File: config.mk
export PLATFORM = sky130hd
export DESIGN_NAME = positional_list_engine
export DESIGN_NICKNAME = d
export VERILOG_FILES = /design/src/rtl/core/plist_pkg.sv /design/src/rtl/core/positional_list_engine.sv
export VERILOG_INCLUDE_DIRS = /design/src /design/src/rtl/core
export SDC_FILE = /design/constraint.sdc
export NUM_CORES = 2
export LEC_CHECK = 0
export ABC_AREA = 0
export ABC_CLOCK_PERIOD_IN_PS = 11500
export BUFFER_PORTS_ARGS = -buffer_cell sky130_fd_sc_hd__buf_2
export CORE_UTILIZATION = 40
export CTS_BUF_LIST = sky130_fd_sc_hd__clkbuf_16
export CTS_CLUSTER_DIAMETER = 60
export DETAILED_ROUTE_END_ITERATION = 7
export GPL_TIMING_DRIVEN = 0
export PLACE_DENSITY_LB_ADDON = 0.05
export SLEW_MARGIN = 30
export SYNTH_ARGS = -nofsm -noshare
export SYNTH_HDL_FRONTEND = slang
export SYNTH_SLANG_ARGS = --single-unit
File: constraint.sdc
create_clock -name clock -period 11.5 [get_ports clock]
set_clock_uncertainty 0.15 [all_clocks]
set_input_delay 3.45 -clock clock [delete_from_list [all_inputs] [get_ports clock]]
set_output_delay 3.45 -clock clock [all_outputs]
set_load 0.05 [all_outputs]
File: src/rtl/core/positional_list_engine_assert.svh
// Assertion macros shared by the RTL. Define NO_ASSERTIONS to drop them.
`ifndef POSITIONAL_LIST_ENGINE_ASSERT_SVH
`define POSITIONAL_LIST_ENGINE_ASSERT_SVH

`ifndef NO_ASSERTIONS

// Checked on every rising clock edge outside reset.
`define PLE_ASSERT(name, clk, rst, prop) \
   name: assert property (@(posedge clk) disable iff (rst) prop) \
      else $error("positional_list_engine: assertion failed");

// Checked on every rising clock edge, reset included.
`define PLE_ASSERT_ALWAYS(name, clk, prop) \
   name: assert property (@(posedge clk) prop) \
      else $error("positional_list_engine: assertion failed");

`else

`define PLE_ASSERT(name, clk, rst, prop)
`define PLE_ASSERT_ALWAYS(name, clk, prop)

`endif

`endif

File: src/rtl/core/plist_pkg.sv
package plist_pkg;

   localparam logic [1:0] KIND_INSERT = 2'd0;
   localparam logic [1:0] KIND_DELETE = 2'd1;
   localparam logic [1:0] KIND_DUMP   = 2'd2;

   localparam logic [1:0] ST_OK     = 2'd0;
   localparam logic [1:0] ST_BADPOS = 2'd1;
   localparam logic [1:0] ST_FULL   = 2'd2;
   localparam logic [1:0] ST_EMPTY  = 2'd3;

   typedef struct packed {
      logic [1:0]         kind;
      logic [6:0]         position;
      logic signed [31:0] value;
   } req_type;

   typedef struct packed {
      logic [1:0]         status;
      logic signed [31:0] value_out;
      logic               last;
   } rsp_type;

endpackage

File: src/rtl/core/positional_list_engine.sv
// Ordered list of up to CAPACITY signed words held in one single-port-read,
// single-port-write memory with a registered read. One request is worked at a
// time; req_stall stays high until its last response beat is in the output
// register. Insert at position p does one memory read per moved entry, then
// a drain state, the new word's write and the response; an append goes
// straight to the write. Delete reads the entries from p on, moves all but the
// deleted word down, then responds. Dump reads each entry before loading it
// as a beat, one entry at a time. Errors and an empty dump go straight to
// the response. Kind 3 is dropped with no response. The memory needs no
// clearing after reset: only entries below the count are ever read.
`include "positional_list_engine_assert.svh"

module positional_list_engine #(
   parameter int CAPACITY = 64
) (
   input  logic              clock,
   input  logic              reset,
   input  logic              req_valid,
   output logic              req_stall,
   input  plist_pkg::req_type req_data,
   output logic              rsp_valid,
   input  logic              rsp_stall,
   output plist_pkg::rsp_type rsp_data
);
   import plist_pkg::*;

   localparam int AW = (CAPACITY > 1) ? $clog2(CAPACITY) : 1;
   localparam int CW = $clog2(CAPACITY + 1);

   typedef enum logic [6:0] {
      S_IDLE    = 7'b0000001,
      S_SHIFT   = 7'b0000010,
      S_DRAIN   = 7'b0000100,
      S_PUT     = 7'b0001000,
      S_RESP    = 7'b0010000,
      S_DUMP_RD = 7'b0100000,
      S_DUMP_LD = 7'b1000000
   } state_type;

   state_type       state_ff, state_in;
   logic [CW-1:0]   count_ff, count_in;
   logic [AW-1:0]   src_ff, src_in;
   logic [AW-1:0]   stop_ff, stop_in;
   logic [AW-1:0]   prev_ff, prev_in;
   logic [AW-1:0]   pos_ff, pos_in;
   logic [AW-1:0]   idx_ff, idx_in;
   logic            pv_ff, pv_in;
   logic            up_ff, up_in;
   rsp_type         res_ff, res_in;
   logic            rsp_valid_ff, rsp_valid_in;
   rsp_type         rsp_data_ff, rsp_data_in;

   logic [31:0]     mem [CAPACITY];
   logic [31:0]     mem_rd_ff;
   logic            mem_we, mem_re;
   logic [AW-1:0]   mem_wa, mem_ra;
   logic [31:0]     mem_wd;

   logic            slot_free, rsp_load;
   logic            ins_ok, del_ok, dump_last;
   logic [AW-1:0]   pos_m1;

   assign req_stall = (state_ff != S_IDLE);
   assign rsp_valid = rsp_valid_ff;
   assign rsp_data  = rsp_data_ff;
   assign slot_free = !rsp_valid_ff || !rsp_stall;

   assign pos_m1    = AW'(req_data.position - 7'd1);
   assign ins_ok    = (req_data.position != 7'd0) &&
                      ({1'b0, req_data.position} <= (8'(count_ff) + 8'd1));
   assign del_ok    = (req_data.position != 7'd0) &&
                      (req_data.position <= 7'(count_ff));
   assign dump_last = (CW'(idx_ff) == (count_ff - 1'b1));

   always_ff @(posedge clock) begin
      if (mem_we) begin
         mem[mem_wa] <= mem_wd;
      end
      if (mem_re) begin
         mem_rd_ff <= mem[mem_ra];
      end
   end

   always_comb begin
      state_in    = state_ff;
      count_in    = count_ff;
      src_in      = src_ff;
      stop_in     = stop_ff;
      prev_in     = prev_ff;
      pos_in      = pos_ff;
      idx_in      = idx_ff;
      pv_in       = pv_ff;
      up_in       = up_ff;
      res_in      = res_ff;
      rsp_load    = 1'b0;
      rsp_data_in = rsp_data_ff;
      mem_we      = 1'b0;
      mem_wa      = prev_ff;
      mem_wd      = mem_rd_ff;
      mem_re      = 1'b0;
      mem_ra      = src_ff;

      // retire the word read last cycle: move it one slot, or keep it as
      // the deleted word when it came from the delete position
      if ((state_ff == S_SHIFT || state_ff == S_DRAIN) && pv_ff) begin
         if (up_ff) begin
            mem_we = 1'b1;
            mem_wa = AW'(prev_ff + 1'b1);
         end else if (prev_ff == pos_ff) begin
            res_in.value_out = mem_rd_ff;
         end else begin
            mem_we = 1'b1;
            mem_wa = AW'(prev_ff - 1'b1);
         end
      end

      unique case (state_ff)
         S_IDLE: begin
            if (req_valid) begin
               case (req_data.kind)
                  KIND_INSERT: begin
                     state_in = S_RESP;
                     if (!ins_ok) begin
                        res_in = '{status: ST_BADPOS, value_out: '0, last: 1'b1};
                     end else if (count_ff == CW'(CAPACITY)) begin
                        res_in = '{status: ST_FULL, value_out: '0, last: 1'b1};
                     end else begin
                        res_in   = '{status: ST_OK, value_out: req_data.value,
                                     last: 1'b1};
                        count_in = count_ff + 1'b1;
                        pos_in   = pos_m1;
                        up_in    = 1'b1;
                        pv_in    = 1'b0;
                        if (CW'(pos_m1) == count_ff) begin
                           state_in = S_PUT;
                        end else begin
                           src_in   = AW'(count_ff - 1'b1);
                           stop_in  = pos_m1;
                           state_in = S_SHIFT;
                        end
                     end
                  end
                  KIND_DELETE: begin
                     if (!del_ok) begin
                        res_in   = '{status: ST_BADPOS, value_out: '0, last: 1'b1};
                        state_in = S_RESP;
                     end else begin
                        res_in   = '{status: ST_OK, value_out: '0, last: 1'b1};
                        count_in = count_ff - 1'b1;
                        pos_in   = pos_m1;
                        up_in    = 1'b0;
                        pv_in    = 1'b0;
                        src_in   = pos_m1;
                        stop_in  = AW'(count_ff - 1'b1);
                        state_in = S_SHIFT;
                     end
                  end
                  KIND_DUMP: begin
                     if (count_ff == '0) begin
                        res_in   = '{status: ST_EMPTY, value_out: '0, last: 1'b1};
                        state_in = S_RESP;
                     end else begin
                        idx_in   = '0;
                        state_in = S_DUMP_RD;
                     end
                  end
                  default: begin
                  end
               endcase
            end
         end
         S_SHIFT: begin
            mem_re  = 1'b1;
            mem_ra  = src_ff;
            prev_in = src_ff;
            pv_in   = 1'b1;
            if (src_ff == stop_ff) begin
               state_in = S_DRAIN;
            end else begin
               src_in = up_ff ? AW'(src_ff - 1'b1) : AW'(src_ff + 1'b1);
            end
         end
         S_DRAIN: begin
            pv_in    = 1'b0;
            state_in = up_ff ? S_PUT : S_RESP;
         end
         S_PUT: begin
            mem_we   = 1'b1;
            mem_wa   = pos_ff;
            mem_wd   = res_ff.value_out;
            state_in = S_RESP;
         end
         S_RESP: begin
            if (slot_free) begin
               rsp_load    = 1'b1;
               rsp_data_in = res_ff;
               state_in    = S_IDLE;
            end
         end
         S_DUMP_RD: begin
            mem_re   = 1'b1;
            mem_ra   = idx_ff;
            state_in = S_DUMP_LD;
         end
         S_DUMP_LD: begin
            // mem_rd_ff holds while we wait for the output register
            if (slot_free) begin
               rsp_load    = 1'b1;
               rsp_data_in = '{status: ST_OK, value_out: mem_rd_ff, last: dump_last};
               if (dump_last) begin
                  state_in = S_IDLE;
               end else begin
                  idx_in   = AW'(idx_ff + 1'b1);
                  state_in = S_DUMP_RD;
               end
            end
         end
         default: state_in = S_IDLE;
      endcase

      if (rsp_load) begin
         rsp_valid_in = 1'b1;
      end else if (!rsp_stall) begin
         rsp_valid_in = 1'b0;
      end else begin
         rsp_valid_in = rsp_valid_ff;
      end
   end

   always_ff @(posedge clock) begin
      if (reset) begin
         state_ff     <= S_IDLE;
         count_ff     <= '0;
         pv_ff        <= 1'b0;
         rsp_valid_ff <= 1'b0;
      end else begin
         state_ff     <= state_in;
         count_ff     <= count_in;
         pv_ff        <= pv_in;
         rsp_valid_ff <= rsp_valid_in;
      end
   end

   always_ff @(posedge clock) begin
      src_ff      <= src_in;
      stop_ff     <= stop_in;
      prev_ff     <= prev_in;
      pos_ff      <= pos_in;
      idx_ff      <= idx_in;
      up_ff       <= up_in;
      res_ff      <= res_in;
      rsp_data_ff <= rsp_data_in;
   end

   `PLE_ASSERT(a_count_bound, clock, reset, (count_ff <= CW'(CAPACITY)))
   `PLE_ASSERT(a_load_free, clock, reset, (rsp_load |-> slot_free))
   `PLE_ASSERT(a_no_rw_clash, clock, reset, ((mem_we && mem_re) |-> (mem_wa != mem_ra)))
   `PLE_ASSERT(a_del_count, clock, reset,
      ((req_valid && !req_stall && (req_data.kind == KIND_DELETE) && del_ok)
         |=> (count_ff == ($past(count_ff) - 1'b1))))

endmodule

==> flow_summary_export.csv <==
group,metric,value,unit
run_status,status,"finished clean",
yosys,synth_top_area_frac,0.721,
timing,final_hold_viol_count,0,
detailed_routing,drt_drc_violations_left,0,
min_path,holdCritPathClass,"reg2reg",
layout,finish.net_count,6990,
floorplanning,floorplan.die.height,475,um
layout,area_occupied_by_multi_input_gates,22800,um^2
grt,initial_antenna_violation_count,27,
critical_path,timing.critical_path.to_type,"primary output",
clock_tree,cts_setup_buffers,0,
critical_path,critical_path_arrival,2.83,ns
grt,pin_count_of_the_biggest_net_entering_global_routing,49,
detailed_routing,via_count,61926,
grt,grt.overflow.total,0,
clock_tree,cts_buffers,236,
yosys,synth.net_count,6422,
clock_tree,cts_tree,"built",
place,post-place-cells,9649,
pwr,cellPowerDensity,174,nW/um^2
yosys,ys_ff_latch,2197,
yosys,synthesis.instances,6348,
layout,area_overhead_vs_synth,19.2,%
clock_tree,clkSinkCount,2197,
yosys,seq_area_frac_synth,0.732,
min_path,worstHoldPathCells,0,
clock_tree,clk_path_buf_depth,3,
place,place_hpwl,261000,um
critical_path,reg2reg_slack,5.11,ns
clock_tree,cts_hold_buf,0,
floorplanning,ioPinCount,82,
timing,worst-slew-pin-transition,1.13,ns
grt,wire_length_of_the_first_global_routing_pass,490000,um
floorplanning,die_w,475,um
timing,final_critical_path_required_period,6.43,ns
clock_tree,clock_network_latency_to_the_later_pin_of_the_worst_skew_pair,0.89,ns
critical_path,critical_path_class,"reg2out",
timing,fin_tns_setup,0,ns
critical_path,critical_path_peak_fanout,8,
layout,seq_area,65500,um^2
layout,finalNonFillerCells,10096,
critical_path,worst_setup_path_start_kind,"flop",
grt,groute.usage.overall,0.318,
yosys,number_of_warnings_printed_during_yosys_synthesis,0,
clock_tree,root_buffer,"sky130_fd_sc_hd__clkbuf_16",
pwr,p_leak,35.5,nW
place,port_buffers,80,
place,globalplace.congestion,0.918,
yosys,synth_ff_type,"sky130_fd_sc_hd__edfxtp_1",
critical_path,regToRegEndpoint,"mem_rd_ff[10]",
clock_tree,cts_repair_resize_count,0,
detailed_routing,post_drt_via_cell_ratio,6.13,
clock_tree,path_clk_slew,0.06,ns
yosys,syn_area_per_cell,14.1,um^2
detailed_routing,drtIter0Drc,8864,
layout,fillers,19494,
detailed_routing,drt-total-wl,363000,um
floorplanning,core,222000,um^2
yosys,synthesis.area,89500,um^2
clock_tree,cts-htree-levels,4,
timing,rsz_0062_raised_after_global_routing,"false",
yosys,synth.lib_cells_used.distinct,77,
yosys,synthTopCellsByArea,"sky130_fd_sc_hd__edfxtp_1 72%, sky130_fd_sc_hd__nand2_1 3.5%, sky130_fd_sc_hd__nand3_1 2.8%, sky130_fd_sc_hd__o21ai_0 2.5%, sky130_fd_sc_hd__a21oi_1 2.3%",
yosys,synthDominantAreaCellType,"sky130_fd_sc_hd__edfxtp_1",
timing,clock.fmax,0.155,GHz
timing,min_period_over_period,0.559,
layout,fin_util,0.480,
min_path,timing.hold.worst.start,"src_ff[5]",
floorplanning,placementRows,173,
floorplanning,floorplan.initialDensity,0.403,
detailed_routing,drtPass1Iterations,6,
floorplanning,die_area,226000,um^2
grt,grt_pass1_vias,57755,
critical_path,rr_startpoint,"state_ff[6]",
flow_run,cap_viol_max_count,0,
yosys,synth_enable_flop_cells,2149,
pwr,peakVddDrop,0.000158,V
timing,timing.final.setup_violations,0,
critical_path,timing.critical_path.required,7.90,ns
layout,drive_above_1_share,0.133,
min_path,worstHoldEndpoint,"prev_ff[5]",
timing,postLayoutSetupSlackWorst,5.07,ns
detailed_routing,drt-wirelength-per-cell,35.9,um
detailed_routing,ant_nets,0,
critical_path,worstRegToRegCells,11,
timing,worst_slew_margin_rel,0.227,
timing,pins_over_slew_limit,0,
place,dp_slack,4.21,ns
yosys,ys_async_sr_fraction,0,
pwr,post-layout-total-power,18.6,mW
## cell usage in the layout, fill, tap and decap left out, types with 83 or more instances in the layout
master / netlist / final
sky130_fd_sc_hd__mux2i_1: 202 / 202
sky130_fd_sc_hd__a21oi_1: 410 / 409
sky130_fd_sc_hd__clkbuf_1: 376 / 337
sky130_fd_sc_hd__buf_2: 62 / 147
sky130_fd_sc_hd__nand2_1: 829 / 796
sky130_fd_sc_hd__nand3_1: 504 / 504
sky130_fd_sc_hd__o21ai_0: 442 / 441
sky130_fd_sc_hd__a2111o_1: 98 / 98
sky130_fd_sc_hd__a31oi_1: 128 / 127
sky130_fd_sc_hd__buf_16: 0 / 115
sky130_fd_sc_hd__clkbuf_16: 0 / 242
sky130_fd_sc_hd__edfxtp_1: 2149 / 2149
sky130_fd_sc_hd__inv_1: 30 / 83
sky130_fd_sc_hd__a32oi_1: 134 / 133
## routing by layer
metal	up-vias	GRT usage	share of wire	wire length, um
met5	-	0	0.00015	55
met1	32125	0.446	0.41	150000
met2	3346	0.483	0.45	162000
met3	550	0.0590	0.095	34300
li1	25897	-	-	-
met4	8	0.133	0.046	16800
## critical path, stage by stage, from the launching register on
cell,delay (ns)
sky130_fd_sc_hd__dfxtp_1,0.30
sky130_fd_sc_hd__buf_2,0.18
sky130_fd_sc_hd__or4_1,0.52
sky130_fd_sc_hd__clkbuf_1,0.21
sky130_fd_sc_hd__nor3_2,0.33
sky130_fd_sc_hd__inv_1,0.17
sky130_fd_sc_hd__buf_2,0.25
## cell usage after synthesis, types with 52 or more instances
cell,n
sky130_fd_sc_hd__and3_1,54
sky130_fd_sc_hd__a211oi_1,80
sky130_fd_sc_hd__nor2_1,108
sky130_fd_sc_hd__mux2_2,52
sky130_fd_sc_hd__a21oi_1,410
sky130_fd_sc_hd__a2111oi_0,54
sky130_fd_sc_hd__nand2_1,829
sky130_fd_sc_hd__buf_2,62
sky130_fd_sc_hd__mux2i_1,202
sky130_fd_sc_hd__edfxtp_1,2149
sky130_fd_sc_hd__a32oi_1,134
sky130_fd_sc_hd__nand2b_1,52
sky130_fd_sc_hd__clkbuf_1,376
sky130_fd_sc_hd__mux2_1,79
sky130_fd_sc_hd__nand3_1,504
sky130_fd_sc_hd__a31oi_1,128
sky130_fd_sc_hd__o21ai_0,442
sky130_fd_sc_hd__a2111o_1,98
## report_power, final
group          internal, mW  total (mW)  switching [mW]  leakage (nW)
Sequential             8.81        8.85          0.0357          19.7
Combinational         0.570        2.34            1.77          11.9
Clock                  4.20        7.44            3.24          3.85
Total                  13.6        18.6            5.04          35.5
## cells by family after synthesis
family,count (synthesis),share of synthesized area
AOI/OAI and AO/OA,1533,0.111
buffers and inverters,525,0.0238
adders and majority gates,29,0.00414
muxes,333,0.0391
DFF,2197,0.732
and+or+nand+nor,1673,0.0844
xor gates and xnor gates,58,0.00567
## area by class of cell
type | instances | share of cell area
clock buffers | 242 | 0.0567
plain buffers | 493 | 0.0194
repair buffers | 330 | 0.0480
clock inverters | 192 | 0.0130
inverters | 32 | 0.00113
flip-flops and latches | 2197 | 0.614
multi-input cells | 3626 | 0.213
diodes | 9 | 0.000211
well taps | 2975 | 0.0349
## per-stage QoR
step                hold WS (ns)  instance area [um^2]
floorplan                  0.274                 89500
global placement           0.342                 93700
detailed placement         0.337                 99300
CTS                        0.371                107000
global route               0.387                107000
finish                     0.360                107000
## how the worst max path moves through the flow
stage / start / slack, ns / end
after global routing: req_data[32] / 4.93 / src_ff[4]
after global placement: state_ff[6] / 2.03 / mem[33][11]
after floorplan: req_data[32] / 5.26 / src_ff[0]
after detailed placement: req_data[32] / 4.21 / src_ff[1]
final: state_ff[1] / 5.07 / req_stall
after CTS: state_ff[1] / 5.03 / req_stall
## state kept, by name, indices dropped and copies added (netlist names)
signal and cells:
pos_ff 6, rsp_data 35, pv_ff 1, state_ff 7, idx_ff 6, src_ff 6, prev_ff 6, mem_rd_ff 32
up_ff 1, stop_ff 6, mem 2048, res_ff 35, count_ff 7, rsp_valid 1
Note: power is estimated with default switching activity, not from simulation.
